File: config.mk
export PLATFORM = sky130hd
export DESIGN_NAME = psd_cell
export DESIGN_NICKNAME = d
export VERILOG_FILES = /design/src/psd_pkg.sv /design/src/psd_cell.sv
export SDC_FILE = /design/constraint.sdc
export NUM_CORES = 1
export LEC_CHECK = 0
export BUFFER_PORTS_ARGS = -buffer_cell sky130_fd_sc_hd__clkbuf_2
export CAP_MARGIN = 0
export CORE_MARGIN = 4
export CORE_UTILIZATION = 35
export DETAILED_ROUTE_END_ITERATION = 8
export PLACE_DENSITY = 0.6
export SLEW_MARGIN = 20
export SYNTH_ARGS = -nofsm -noshare
export SYNTH_HDL_FRONTEND = slang
export SYNTH_SLANG_ARGS = --single-unit
File: constraint.sdc
create_clock -name clk -period 16.4 [get_ports clk]
set_input_delay 2.46 -clock clk [delete_from_list [all_inputs] [get_ports clk]]
set_output_delay 2.46 -clock clk [all_outputs]
set_load 0.01 [all_outputs]
File: src/psd_pkg.sv
// shared types and constants for the point to segment distance core
package psd_pkg;

  localparam int COORD_BITS = 16;
  localparam int DIST_WIDTH = 25;
  // coordinate difference width
  localparam int DW = COORD_BITS + 1;
  // sum of two products
  localparam int PW = 2 * DW + 1;
  // cross product magnitude width and its split for squaring
  localparam int CW = PW;
  localparam int HW = (CW + 1) / 2;

  typedef enum logic [1:0] {
    REG_START    = 2'd0,
    REG_INTERIOR = 2'd1,
    REG_END      = 2'd2
  } region_t;

  typedef struct packed {
    logic signed [COORD_BITS-1:0] start_x;
    logic signed [COORD_BITS-1:0] start_y;
    logic signed [COORD_BITS-1:0] end_x;
    logic signed [COORD_BITS-1:0] end_y;
    logic signed [COORD_BITS-1:0] query_x;
    logic signed [COORD_BITS-1:0] query_y;
  } in_item_t;

  typedef struct packed {
    logic [DIST_WIDTH-1:0] distance;
    region_t               region;
    logic                  degenerate;
  } out_item_t;

  // sideband carried along the root chain
  typedef struct packed {
    region_t region;
    logic    degen;
  } psd_side_t;

endpackage

File: src/psd_cell.sv
// one cell of the root chain: decides one result bit
module psd_cell import psd_pkg::*; #(
  parameter int BIT = 0,
  parameter int SB  = 26,
  parameter int BW  = 86,
  parameter int TW  = 88
) (
  input  logic              clk,
  input  logic              rst_n,
  input  logic              in_valid,
  input  psd_side_t         in_side,
  input  logic [BW-1:0]     in_rem,
  input  logic [SB+PW-1:0]  in_acc,
  input  logic [PW-1:0]     in_scale,
  input  logic [SB-1:0]     in_root,
  output logic              out_valid,
  output psd_side_t         out_side,
  output logic [BW-1:0]     out_rem,
  output logic [SB+PW-1:0]  out_acc,
  output logic [PW-1:0]     out_scale,
  output logic [SB-1:0]     out_root
);

  logic [TW-1:0] term;
  logic          fits;
  logic          valid_r;
  psd_side_t     side_r;
  logic [BW-1:0]     rem_r;
  logic [SB+PW-1:0]  acc_r;
  logic [PW-1:0]     scale_r;
  logic [SB-1:0]     root_r;

  // growth of root^2 * scale when this bit is set
  always_comb begin
    term = (TW'(in_acc) << (BIT + 1)) + (TW'(in_scale) << (2 * BIT));
    fits = (term <= TW'(in_rem));
  end

  always_ff @(posedge clk) begin
    if (!rst_n) begin
      valid_r <= 1'b0;
    end else begin
      valid_r <= in_valid;
    end
  end

  always_ff @(posedge clk) begin
    side_r  <= in_side;
    scale_r <= in_scale;
    if (fits) begin
      rem_r  <= in_rem - BW'(term);
      acc_r  <= in_acc + ((SB+PW)'(in_scale) << BIT);
      root_r <= in_root | (SB'(1) << BIT);
    end else begin
      rem_r  <= in_rem;
      acc_r  <= in_acc;
      root_r <= in_root;
    end
  end

  assign out_valid = valid_r;
  assign out_side  = side_r;
  assign out_rem   = rem_r;
  assign out_acc   = acc_r;
  assign out_scale = scale_r;
  assign out_root  = root_r;

endmodule

==> results.toml <==
[route]
wire_per_inst_um = 18.9
ant_nets = 0
routed_wl_mm = 51.2
drcViolationCount = 0
dr.pass1.iters = 5
vias = 14676
via_per_inst = 5.41
drt_iter0_markers = 886

[cts]
cts.sinks = 212
clock_tree.root_cell = "clkbuf_16"
cts.clk_slew.worst_paths_ns = 0.06
numCtsBuffers = 25
htreeDepth = 1
cts_hold_buffers = 0
cts_setup_buffers = 0
ctsResizeCount = 0
cts_buffer_depth = 3
cts_tree = "done"

[power_and_ir_drop]
p_switching_mw = 0.707
sw_frac_of_total_pct = 36.1
finalPower_mw = 1.96
p_comb_share_pct = 38.8
ir_worst_vdd_uv = 71.2
p_clk_share_pct = 28.1
intPower_mw = 1.25
p_seq_share_pct = 33.1
cellPowerDensity_nw_per_um2 = 110
p_leak_nw = 8.25

[timing]
rsz0062_at_grt = "no"
max_slew.worst_pin.slew_ns = 0.951
hold_viol_final = 0
final-setup-viol-count = 0
setup_tns_ns = 0
maxSlewHeadroom_pct = 36.3
fmax_ghz = 0.106
maxSlewViolCount = 0
timing.hold.ws_ns = 2.02
fin_crit_sh_pct = 57.6
fin_crit_ns = 9.44

[grt]
track_usage_pct = 21.5
grt_pass1_wl_mm = 77.7
overflow = 0
grt_pass1_vias = 14354
antenna_found_initial = 4
grt_start_max_net_pins = 148

[die]
dieArea_um2 = 44500
core_area_um2 = 40700
start_util_pct = 35.4
die_w_um = 211
io_pins = 426
fp-row-count = 74
die_h_um = 211

[placement]
portBuffers = 425
hpwlAfterDp_mm = 42.1
dp_cells = 2667
gp_congestion = 0.911

[worst_hold_path]
hp-class = "in2reg"

[worst_setup_path]
arrival_ns = 9.92
critPathLaunch = "in_scale[1]"
path_class = "in2reg"
cp-end-kind = "register"
cp-start-kind = "input port"
cp.required_ns = 16.87
endpoint = "out_acc[49]$_DFF_P_"
cp_max_fo = 147

[logic_synthesis]
synth_warnings = 0
syn_inst = 1766
synth_area_um2 = 14400
yosysTopAreaCell = "dfxtp_1"
synth_flop_cell = "dfxtp_1"
synth_most_common_cell = "a21oi_1"
syn_nets = 2115
synth_top_area_share_pct = 29.5
ys_types = 80
synth_top_cells_by_count = "a21oi_1, dfxtp_1, nor2_1"
ys_async_sr_fraction_pct = 0
ys_ff_latch = 212
seq_area_frac_synth_pct = 29.5
yosys-top-cells-area = "dfxtp_1, ha_1, a21oi_1, xor2_1, xnor2_1"
avgSynthCellArea_um2 = 8.16
synth_edf_count = 0

[run_status]
status = "completed"

[finish]
finalNonFillerCells = 2712
drive_above_1_share_pct = 24.1
fin_nets = 2511
finish.utilization_pct = 43.8
area_growth_syn_to_layout_pct = 23.8

[flow_run]
maxCapViolCount = 0
## metal layers
metal	global-route usage, %	share of wire [%]
met4	4.56	2.3
met2	37.1	47
met1	28.5	44
met5	0	0.035
met3	3.65	6.7
## registers in the layout, indices dropped and copies added, names as in the netlist
name	flops
out_acc	61
out_rem	86
out_root	26
out_scale	35
out_side	3
out_valid	1
## how the worst min path moves through the flow
stage,endpoint,cells after the start,startpoint,slack (ns)
finish,out_root[12]$_DFF_P_,1,in_root[12],2.02
CTS,out_root[12]$_DFF_P_,1,in_root[12],1.99
floorplan,out_root[10]$_DFF_P_,0,in_root[10],2.49
global placement,out_root[11]$_DFF_P_,1,in_root[11],2.56
detailed placement,out_root[20]$_DFF_P_,1,in_root[20],2.56
global route,out_root[20]$_DFF_P_,1,in_root[20],1.99
## power groups by stage
stage,sequential (mW),combinational (mW),clock [mW]
floorplan,0.701,0.425,0
global placement,0.660,0.752,0
detailed placement,0.659,0.753,0
CTS,0.650,0.759,0.568
global route,0.657,0.836,0.586
finish,0.649,0.760,0.551
## cells by family (layout without fill, tap and decap cells)
logic type	Yosys count	in the layout	share of synthesized area (%)
AO/OA/AOI/OAI	514	514	22.0
XOR/XNOR	187	187	11.4
adder cells (fa/ha/maj)	135	135	11.9
buffers and inverters	108	520	3.01
flip-flops	212	212	29.5
multiplexers	23	23	1.79
other	0	2	0
AND/OR/NAND/NOR	587	587	20.4
## worst max-delay path, cell delays in order
cell and delay (ns):
clkbuf_2 0.12, ha_1 0.21, inv_1 0.07, fa_1 0.22, nor2b_1 0.07, o31a_1 0.30
o31ai_1 0.40, a31oi_1 0.21, a22oi_1 0.44, o21ai_0 0.30, a211oi_4 0.68, nor3_1 0.16
xnor2_1 0.16, ha_1 0.45, nand4_1 0.22, nor3_1 0.48, nand2_1 0.18, or4_1 0.54
and4_4 0.20, o211ai_4 0.38, buf_12 0.58, o211ai_1 0.40, buf_4 0.29, nor3_1 0.18
xor2_1 0.15
## metrics by stage
| stage | instance area [µm²] | worst slack [ns] |
|---|---|---|
| after global routing | 17800 | 6.33 |
| after CTS | 17800 | 6.73 |
| final | 17800 | 6.96 |
| after floorplan | 14400 | 8.67 |
| after global placement | 17000 | 6.17 |
| after detailed placement | 17000 | 6.18 |
## cell usage in the layout, fill, tap and decap left out, types with 6 or more instances in the layout
master and count:
clkbuf_2 425, a21oi_1 220, dfxtp_1 212, nor2_1 172, ha_1 132, nand2_1 119, xor2_1 102, o21ai_0 86
xnor2_1 84, nor3_1 49, a21o_1 48, inv_1 47, nand3_1 44, nand4_1 44, and3_1 30, clkbuf_16 25
o21bai_1 23, mux2_2 22, o211ai_1 19, nand2b_1 18, a31oi_1 18, nor2b_1 17, nor4_1 16, and2_1 14
o21a_1 13, or3_1 12, a211oi_1 11, or4_1 11, and4_1 9, or2_2 9, a221oi_1 7, a31o_2 7
o31a_1 6, o31ai_1 6, a21boi_0 6
## final cells by class
| class | count | area, µm² |
|---|---|---|
| diodes | 2 | 5.00 |
| clock buffers | 35 | 713 |
| clock inverters | 8 | 98.8 |
| fillers | 4179 | 22900 |
| inverters | 47 | 176 |
| multi-input cells | 1446 | 9760 |
| flip-flops and latches | 212 | 4240 |
| well taps | 532 | 666 |
| repair buffers | 430 | 2180 |
No activity file was read; power rests on OpenSTA's default activity.
